**src/sv/utf16_to_utf8_encoder_macros.svh**
```systemverilog
// Assertion macros shared by the UTF-16 to UTF-8 encoder modules
`ifndef UTF16_TO_UTF8_ENCODER_MACROS_SVH
`define UTF16_TO_UTF8_ENCODER_MACROS_SVH

// Same-cycle implication, sampled on clk, off while rst_n is low
`define U2U_CHK_IMPLY(lbl, cond, prop, msg) \
    lbl: assert property (@(posedge clk) disable iff (!rst_n) (cond) |-> (prop)) \
        else $error(msg);

// Next-cycle implication, sampled on clk, off while rst_n is low
`define U2U_CHK_NEXT(lbl, cond, prop, msg) \
    lbl: assert property (@(posedge clk) disable iff (!rst_n) (cond) |=> (prop)) \
        else $error(msg);

`endif

```
**src/sv/u2u_pkg.sv**
```systemverilog
// Package: shared types and constants for the UTF-16 to UTF-8 encoder
`default_nettype none

package u2u_pkg;

    localparam int JOB_BYTES     = 6;
    localparam int QUEUE_DEPTH   = 2;

    // Bytes caused by one code unit, byte 0 goes out first
    typedef struct packed {
        logic [JOB_BYTES-1:0][7:0] data;
        logic [2:0]                cnt;
    } enc_job_t;

endpackage

`default_nettype wire

```
**src/sv/utf16_to_utf8_encoder.sv**
```systemverilog
// Top level: UTF-16 code unit in, UTF-8 bytes out
// Usage:
//   Input channel: code_unit with last_unit, qualified by in_valid; a transfer
//   happens when in_valid is high and in_stall is low. last_unit flushes a
//   held high surrogate at the end of a string.
//   Output channel: out_byte with run_last, qualified by out_valid; a transfer
//   happens when out_valid is high and out_stall is low. run_last marks the
//   final byte caused by one input unit. A high surrogate that waits for its
//   low partner gives no bytes until the next unit.
//   A unit's first byte passes the job queue, then the output register.
//   Throughput: one byte per cycle while out_stall is low; a unit causes 1 to 6
//   bytes, which leave one by one through the byte-wide output register.
//   Units queue up to QUEUE_DEPTH jobs ahead of the output register.
//   While the receiver stalls, the output byte holds; once the queue fills,
//   in_stall rises.
//   Reset (rst_n low, asynchronous) drops the held surrogate, empties the
//   queue and clears out_valid.
`default_nettype none

module utf16_to_utf8_encoder
#(
    parameter int QUEUE_DEPTH = u2u_pkg::QUEUE_DEPTH
)
(
    input  wire logic        clk,
    input  wire logic        rst_n,
    input  wire logic        in_valid,
    output logic             in_stall,
    input  wire logic [15:0] code_unit,
    input  wire logic        last_unit,
    output logic             out_valid,
    input  wire logic        out_stall,
    output logic [7:0]       out_byte,
    output logic             run_last
);

    logic              q_push;
    logic              q_pop;
    logic              q_full;
    logic              q_empty;
    u2u_pkg::enc_job_t push_job;
    u2u_pkg::enc_job_t head_job;

    u2u_front u_front
    (
        .clk       (clk),
        .rst_n     (rst_n),
        .in_valid  (in_valid),
        .in_stall  (in_stall),
        .code_unit (code_unit),
        .last_unit (last_unit),
        .q_full    (q_full),
        .q_push    (q_push),
        .q_job     (push_job)
    );

    u2u_queue #(.DEPTH(QUEUE_DEPTH)) u_queue
    (
        .clk      (clk),
        .rst_n    (rst_n),
        .push     (q_push),
        .push_job (push_job),
        .pop      (q_pop),
        .head_job (head_job),
        .full     (q_full),
        .empty    (q_empty)
    );

    u2u_back u_back
    (
        .clk       (clk),
        .rst_n     (rst_n),
        .head_job  (head_job),
        .q_empty   (q_empty),
        .pop       (q_pop),
        .out_valid (out_valid),
        .out_stall (out_stall),
        .out_byte  (out_byte),
        .run_last  (run_last)
    );

endmodule

`default_nettype wire

```
**src/sv/u2u_front.sv**
```systemverilog
// Front end: accepts code units, pairs surrogates and builds byte jobs
`default_nettype none
`include "utf16_to_utf8_encoder_macros.svh"

module u2u_front
(
    input  wire logic              clk,
    input  wire logic              rst_n,
    input  wire logic              in_valid,
    output logic                   in_stall,
    input  wire logic [15:0]       code_unit,
    input  wire logic              last_unit,
    input  wire logic              q_full,
    output logic                   q_push,
    output u2u_pkg::enc_job_t      q_job
);

    localparam logic [20:0] CP_BASE   = 21'h010000;
    localparam logic [20:0] LATIN_LO  = 21'h10FE00;
    localparam logic [20:0] LATIN_HI  = 21'h10FF00;

    typedef struct packed {
        logic [2:0][7:0] b;
        logic [1:0]      n;
    } bmp_t;

    function automatic bmp_t bmp_encode(input logic [15:0] u);
        bmp_t r;
        begin
            r.b = '0;
            if (u < 16'h0080)
            begin
                r.b[0] = u[7:0];
                r.n    = 2'd1;
            end
            else if (u < 16'h0800)
            begin
                r.b[0] = {3'b110, u[10:6]};
                r.b[1] = {2'b10, u[5:0]};
                r.n    = 2'd2;
            end
            else
            begin
                r.b[0] = {4'b1110, u[15:12]};
                r.b[1] = {2'b10, u[11:6]};
                r.b[2] = {2'b10, u[5:0]};
                r.n    = 2'd3;
            end
            return r;
        end
    endfunction

    logic        held_valid_reg;
    logic        held_valid_next;
    logic [9:0]  held_high_reg;
    logic [9:0]  held_high_next;

    logic        accept;
    logic        is_high;
    logic        is_low;
    logic        pair;
    logic        hold_new;
    logic        latin;
    logic [20:0] cp;
    bmp_t        pre_enc;
    bmp_t        unit_enc;
    u2u_pkg::enc_job_t job;

    assign in_stall = q_full;
    assign accept   = in_valid && !in_stall;

    assign is_high  = (code_unit[15:10] == 6'b110110);
    assign is_low   = (code_unit[15:10] == 6'b110111);
    assign pair     = held_valid_reg && is_low;
    assign hold_new = is_high && !last_unit;

    assign cp       = CP_BASE + {1'b0, held_high_reg, 10'b0} + {11'b0, code_unit[9:0]};
    assign latin    = (cp > LATIN_LO) && (cp < LATIN_HI);

    assign pre_enc  = bmp_encode({6'b110110, held_high_reg});
    assign unit_enc = bmp_encode(code_unit);

    always_comb
    begin
        job.data = '0;
        job.cnt  = 3'd0;
        if (pair)
        begin
            if (latin)
            begin
                job.data[0] = cp[7:0];
                job.cnt     = 3'd1;
            end
            else
            begin
                job.data[0] = {5'b11110, cp[20:18]};
                job.data[1] = {2'b10, cp[17:12]};
                job.data[2] = {2'b10, cp[11:6]};
                job.data[3] = {2'b10, cp[5:0]};
                job.cnt     = 3'd4;
            end
        end
        else
        begin
            if (held_valid_reg)
            begin
                job.data[2:0] = pre_enc.b;
                job.data[5:3] = unit_enc.b;
            end
            else
            begin
                job.data[2:0] = unit_enc.b;
            end
            job.cnt = (held_valid_reg ? 3'd3 : 3'd0)
                    + (hold_new ? 3'd0 : {1'b0, unit_enc.n});
        end
    end

    assign q_push = accept && (job.cnt != 3'd0);
    assign q_job  = job;

    always_comb
    begin
        held_valid_next = held_valid_reg;
        held_high_next  = held_high_reg;
        if (accept)
        begin
            held_valid_next = !pair && hold_new;
            held_high_next  = (!pair && hold_new) ? code_unit[9:0] : 10'd0;
        end
    end

    always_ff @(posedge clk or negedge rst_n)
    begin
        if (!rst_n)
        begin
            held_valid_reg <= 1'b0;
            held_high_reg  <= 10'd0;
        end
        else
        begin
            held_valid_reg <= held_valid_next;
            held_high_reg  <= held_high_next;
        end
    end

    `U2U_CHK_NEXT(a_pair_clears_hold, accept && pair, !held_valid_reg,
        "surrogate pair left a unit held")
    `U2U_CHK_IMPLY(a_hold_no_push, accept && !held_valid_reg && hold_new, !q_push,
        "held surrogate produced bytes")

endmodule

`default_nettype wire

```
**src/sv/u2u_queue.sv**
```systemverilog
// Job queue between the front end and the byte sequencer
`default_nettype none
`include "utf16_to_utf8_encoder_macros.svh"

module u2u_queue
#(
    parameter int DEPTH = u2u_pkg::QUEUE_DEPTH
)
(
    input  wire logic              clk,
    input  wire logic              rst_n,
    input  wire logic              push,
    input  wire u2u_pkg::enc_job_t push_job,
    input  wire logic              pop,
    output u2u_pkg::enc_job_t      head_job,
    output logic                   full,
    output logic                   empty
);

    localparam int PW = (DEPTH > 1) ? $clog2(DEPTH) : 1;
    localparam int CW = $clog2(DEPTH + 1);

    u2u_pkg::enc_job_t mem_reg [DEPTH];

    logic [PW-1:0] wr_ptr_reg;
    logic [PW-1:0] wr_ptr_next;
    logic [PW-1:0] rd_ptr_reg;
    logic [PW-1:0] rd_ptr_next;
    logic [CW-1:0] count_reg;
    logic [CW-1:0] count_next;

    assign full     = (count_reg == CW'(DEPTH));
    assign empty    = (count_reg == '0);
    assign head_job = mem_reg[rd_ptr_reg];

    always_comb
    begin
        wr_ptr_next = wr_ptr_reg;
        rd_ptr_next = rd_ptr_reg;
        count_next  = count_reg;
        if (push)
        begin
            wr_ptr_next = (wr_ptr_reg == PW'(DEPTH - 1)) ? '0 : wr_ptr_reg + 1'b1;
        end
        if (pop)
        begin
            rd_ptr_next = (rd_ptr_reg == PW'(DEPTH - 1)) ? '0 : rd_ptr_reg + 1'b1;
        end
        if (push && !pop)
        begin
            count_next = count_reg + 1'b1;
        end
        else if (pop && !push)
        begin
            count_next = count_reg - 1'b1;
        end
    end

    always_ff @(posedge clk)
    begin
        if (push)
        begin
            mem_reg[wr_ptr_reg] <= push_job;
        end
    end

    always_ff @(posedge clk or negedge rst_n)
    begin
        if (!rst_n)
        begin
            wr_ptr_reg <= '0;
            rd_ptr_reg <= '0;
            count_reg  <= '0;
        end
        else
        begin
            wr_ptr_reg <= wr_ptr_next;
            rd_ptr_reg <= rd_ptr_next;
            count_reg  <= count_next;
        end
    end

    `U2U_CHK_IMPLY(a_no_overflow, push, !full, "push into full queue")
    `U2U_CHK_IMPLY(a_no_underflow, pop, !empty, "pop from empty queue")

endmodule

`default_nettype wire

```
**src/sv/u2u_back.sv**
```systemverilog
// Back end: walks the head job one byte per transfer into the output register
`default_nettype none
`include "utf16_to_utf8_encoder_macros.svh"

module u2u_back
(
    input  wire logic              clk,
    input  wire logic              rst_n,
    input  wire u2u_pkg::enc_job_t head_job,
    input  wire logic              q_empty,
    output logic                   pop,
    output logic                   out_valid,
    input  wire logic              out_stall,
    output logic [7:0]             out_byte,
    output logic                   run_last
);

    logic [2:0] idx_reg;
    logic [2:0] idx_next;
    logic       out_valid_reg;
    logic       out_valid_next;
    logic [7:0] out_byte_reg;
    logic [7:0] out_byte_next;
    logic       run_last_reg;
    logic       run_last_next;

    logic       load;
    logic       last_byte;

    assign load      = !q_empty && (!out_valid_reg || !out_stall);
    assign last_byte = (idx_reg == head_job.cnt - 3'd1);
    assign pop       = load && last_byte;

    always_comb
    begin
        idx_next       = idx_reg;
        out_valid_next = out_valid_reg;
        out_byte_next  = out_byte_reg;
        run_last_next  = run_last_reg;
        if (load)
        begin
            out_valid_next = 1'b1;
            out_byte_next  = head_job.data[idx_reg];
            run_last_next  = last_byte;
            idx_next       = last_byte ? 3'd0 : idx_reg + 3'd1;
        end
        else if (!out_stall)
        begin
            out_valid_next = 1'b0;
        end
    end

    always_ff @(posedge clk or negedge rst_n)
    begin
        if (!rst_n)
        begin
            idx_reg       <= 3'd0;
            out_valid_reg <= 1'b0;
        end
        else
        begin
            idx_reg       <= idx_next;
            out_valid_reg <= out_valid_next;
        end
    end

    always_ff @(posedge clk)
    begin
        out_byte_reg <= out_byte_next;
        run_last_reg <= run_last_next;
    end

    assign out_valid = out_valid_reg;
    assign out_byte  = out_byte_reg;
    assign run_last  = run_last_reg;

    `U2U_CHK_NEXT(a_pop_marks_last, pop, out_valid_reg && run_last_reg,
        "job retired without last-byte mark")
    `U2U_CHK_IMPLY(a_idx_in_job, !q_empty, idx_reg < head_job.cnt,
        "byte index past end of job")

endmodule

`default_nettype wire
```
**config.mk**
```make
export PLATFORM = sky130hd
export DESIGN_NAME = utf16_to_utf8_encoder
export DESIGN_NICKNAME = d
export VERILOG_FILES = /design/src/sv/u2u_pkg.sv /design/src/sv/utf16_to_utf8_encoder.sv /design/src/sv/u2u_front.sv /design/src/sv/u2u_queue.sv /design/src/sv/u2u_back.sv
export VERILOG_INCLUDE_DIRS = /design/src /design/src/sv
export SDC_FILE = /design/constraint.sdc
export NUM_CORES = 1
export LEC_CHECK = 0
export BUFFER_PORTS_ARGS = -buffer_cell sky130_fd_sc_hd__buf_2
export CAP_MARGIN = 5
export CORE_ASPECT_RATIO = 1.4
export CORE_MARGIN = 2
export CORE_UTILIZATION = 35
export DETAILED_ROUTE_END_ITERATION = 12
export PLACE_DENSITY_LB_ADDON = 0.1
export SYNTH_ARGS = -nofsm -noshare
export SYNTH_HDL_FRONTEND = slang
export SYNTH_HIERARCHICAL = 1
export SYNTH_SLANG_ARGS = --single-unit
```
**constraint.sdc**
```tcl
create_clock -name clk -period 5.11 [get_ports clk]
set_input_delay 0.511 -clock clk [delete_from_list [all_inputs] [get_ports clk]]
set_output_delay 0.511 -clock clk [all_outputs]
set_load 0.02 [all_outputs]
```
==> summary.md <==
| Metric | Value |
|---|---|
| Outcome | `completed` |
| Fmax | `273.9 MHz` |
| Filler cells | `between 1500 and 2000` |
| Share of layout cells above drive strength 1 | `27.61%` |
| First-pass GRT wire length | `between 20000 and 25000 um` |
| CP top delay family | `buffers and inverters` |
| Synth warn | `6` |
| Startpoint types | `flop` |
| Drt pass-1 iters | `5` |
| Worst-Skew Late Latency | `a little over 0.4 ns` |
| Syn avg cell area | `approximately 15 sq um` |
| Routed Antenna Nets | `0` |
| Vias after detailed routing | `approximately 4000` |
| Bufs on Longest Clock Path | `2` |
| CP max FO | `51` |
| TritonCTS buffer count | `17` |
| Hpwl dp | `10560 um` |
| Final std cells w/o fill | `around 730` |
| # IOs | `32` |
| Tot GR Track Use | `between 10% and 20%` |
| Slowest stage cell, crit path | `dfrtp_1` |
| Drt wl/cell | `21.05 um` |
| # DRC | `0` |
| Initial drt markers | `approximately 220` |
| # Post-CTS Setup Buffers | `0` |
| CP bufs+invs | `2` |
| Syn Inst Count | `456` |
| Crit path cell chain | `inv_1 -> fa_1 -> a41oi_1 -> nor2b_4 -> buf_4` |
| Die Wd | `~120 um` |
| CP max stage delay | `0.84 ns` |
| CTS Hold Bufs | `0` |
| GRT met1 Usage | `about a fifth` |
| Row Count | `59` |
| Max rail drop VDD | `approximately 0.20 mV` |
| Worst EP required | `5.14 ns` |
| Core Footprint | `0.01868 sq mm` |
| WS Path Type | `flop to flop` |
| Number of global-route vias before repair | `~4000` |
| Final Hold Viols | `0` |
| Register area share after synthesis | `between 50% and 60%` |
| Multi-input gate area | `0.002472 sq mm` |
| Worst hold path type | `input pin to async pin` |
| ANT cells | `0` |
| Initial antenna violation count | `0` |
| Initial Util | `35.72%` |
| Leak | `about 2.9 nW` |
| Final Skew | `about 0.014 ns` |
| Gpl congestion | `0.8961` |
| Ys flop type | `edfxtp_1` |
| Max-slew headroom | `around 38%` |
| Area Overhead vs Synth | `12.47%` |
| TNS Setup | `0 ns` |
| Post-layout min period | `between 3 and 4 ns` |
| CP endpoint kind | `flop` |
| Worst-path clk slew | `~0.060 ns` |
| Netlist cell types | `72` |
| Routing usage on met3 | `under 10%` |
| Slack of the worst reg-to-reg path | `roughly 1.5 ns` |
| Largest net degree at the start of global routing | `52` |
| Final core occ | `~40%` |
| GR Overflow Total | `0` |
| CTS tree | `done` |
| RSZ-0062 raised after global routing | `no` |
| CTS root buf | `clkbuf_16` |
| Ys async rst share | `about 15%` |
| Yosys reg bits | `130` |
| Max FFs per register | `around 100` |
| EDFF count, synth | `around 110` |
| Drt total wl | `roughly 15000 um` |
| Die Area | `~0.02 sq mm` |
| Clock Sinks | `130` |
| Setup violators final | `0` |
| Inst Count DP | `701` |
| Nets | `504` |
| H-tree levels | `4` |
| CTS resizes | `0` |
| Gr busiest metal | `met2` |
| Worst slew pin tran | `0.9294 ns` |
| Max-Cap Viols | `0` |
| Final Max Tran Viols | `0` |
| Synthesized area | `roughly 0.0067 sq mm` |
| Die height | `~170 um` |
| Port Buf Inserts | `31` |
| GRT met2 Usage | `about a quarter` |
| CP Data Arrival Time | `3.68 ns` |
| PwrDens | `about 540 mW/mm^2` |
| Period utilization | `around 70%` |
| Via density | `5.372` |
| Reg area | `0.003810 sq mm` |
-- path summary, 6_finish.rpt --
check / start / end / cells after the start
setup / recovery: u_front/held_valid_reg / u_queue/mem_reg[0][28] / 5
hold / removal: rst_n / u_front/held_high_reg[1] / 1
setup reg to reg: u_front/held_valid_reg / u_queue/mem_reg[0][28] / 5
hold reg to reg: u_queue/count_reg[1] / u_queue/count_reg[1] / 1
max in group asynchronous: rst_n / u_queue/rd_ptr_reg / 1
min in group clk: out_stall / u_back/out_valid / 3
-- metrics by stage --
| step | hold slack (ns) | setup slack [ns] | total power, mW | area [sq um] |
|---|---|---|---|---|
| after CTS | 0.06608 | 1.469 | 4.123 | 7503 |
| after detailed placement | 0.4816 | 1.097 | 2.817 | 6852 |
| after global placement | 0.4720 | 1.183 | 2.804 | 6852 |
| after global routing | 0.08332 | 1.207 | 4.262 | 7503 |
| after floorplan | 0.2154 | 0.7844 | 2.626 | 6685 |
| final | 0.07045 | 1.458 | 4.054 | 7503 |
-- logic make-up (layout without fill, tap and decap cells) --
kind of cell             count (synthesis)  after routing  synth area share, %
flip-flops                             130            130                57.09
buffers and inverters                   58             88                6.152
AO/OA/AOI/OAI                           90             90                9.546
other                                    1              4              0.05621
AND/OR/NAND/NOR                         89             89                7.821
XOR/XNOR                                11             11                1.726
adder cells (fa/ha/maj)                  7              7                1.425
multiplexers                            70             70                16.19
-- Yosys cell counts, types with 3 or more instances --
cell	instances	area share, %
inv_1	21	1.2
nand2b_1	3	0.28
o22ai_1	10	0.94
a22oi_1	9	1.0
mux2_4	49	11
ha_1	6	1.1
mux4_1	8	3.2
a21oi_1	18	1.4
a21o_1	3	0.34
dfrtp_1	19	7.1
a32oi_1	4	0.53
edfxtp_1	111	50
clkbuf_1	7	0.39
buf_4	5	0.56
buf_12	6	1.8
o31ai_1	3	0.34
and3_1	3	0.28
o21ai_0	5	0.38
and2_1	5	0.47
nor3_1	11	0.83
nor2_1	22	1.2
nand3_1	9	0.68
a22o_1	9	1.2
xor2_1	8	1.1
mux2i_1	10	1.5
buf_2	8	0.60
o211ai_1	10	1.1
clkbuf_8	4	0.83
nand2_1	12	0.68
mux2_2	3	0.51
-- area by class of cell --
cell class | count | area share [%]
sequential | 130 | 50.78
tap | 244 | 4.069
multi-input combinational | 271 | 32.95
timing repair buffer | 35 | 2.468
clock buffer | 25 | 7.620
inverter | 21 | 1.051
clock inverter | 7 | 1.067
-- layer usage --
metal	up-vias	routed length [um]
li1	1800	-
met4	0	438
met5	-	0
met1	1994	6698
met3	22	553
met2	122	7739
-- worst register-to-register path, stage by stage, from the launching register on --
cell     delay, ns
dfrtp_1       0.84
inv_1         0.58
fa_1          0.63
a41oi_1       0.41
nor2b_4       0.22
buf_4         0.57
-- where the power goes --
part	switching [mW]	internal (mW)	total [mW]
logic	0.611	0.571	1.18
clock network	0.461	0.835	1.30
registers	0.114	1.46	1.58
total	1.19	2.87	4.05
-- layout by cell type, fill, tap and decap left out, drive strengths merged, types with 6 or more instances in the layout --
cell    instances
ha              6
o22ai          10
o21ai           7
mux2i          10
inv            23
dfrtp          19
a22o           10
clkbuf         25
and2            6
nor2           23
edfxtp        111
mux4            8
nand2          13
o211ai         10
a22oi           9
a21oi          19
xor2            9
nand3          10
buf            35
nor3           13
mux2           52
Power figures use the tool's default switching activity.
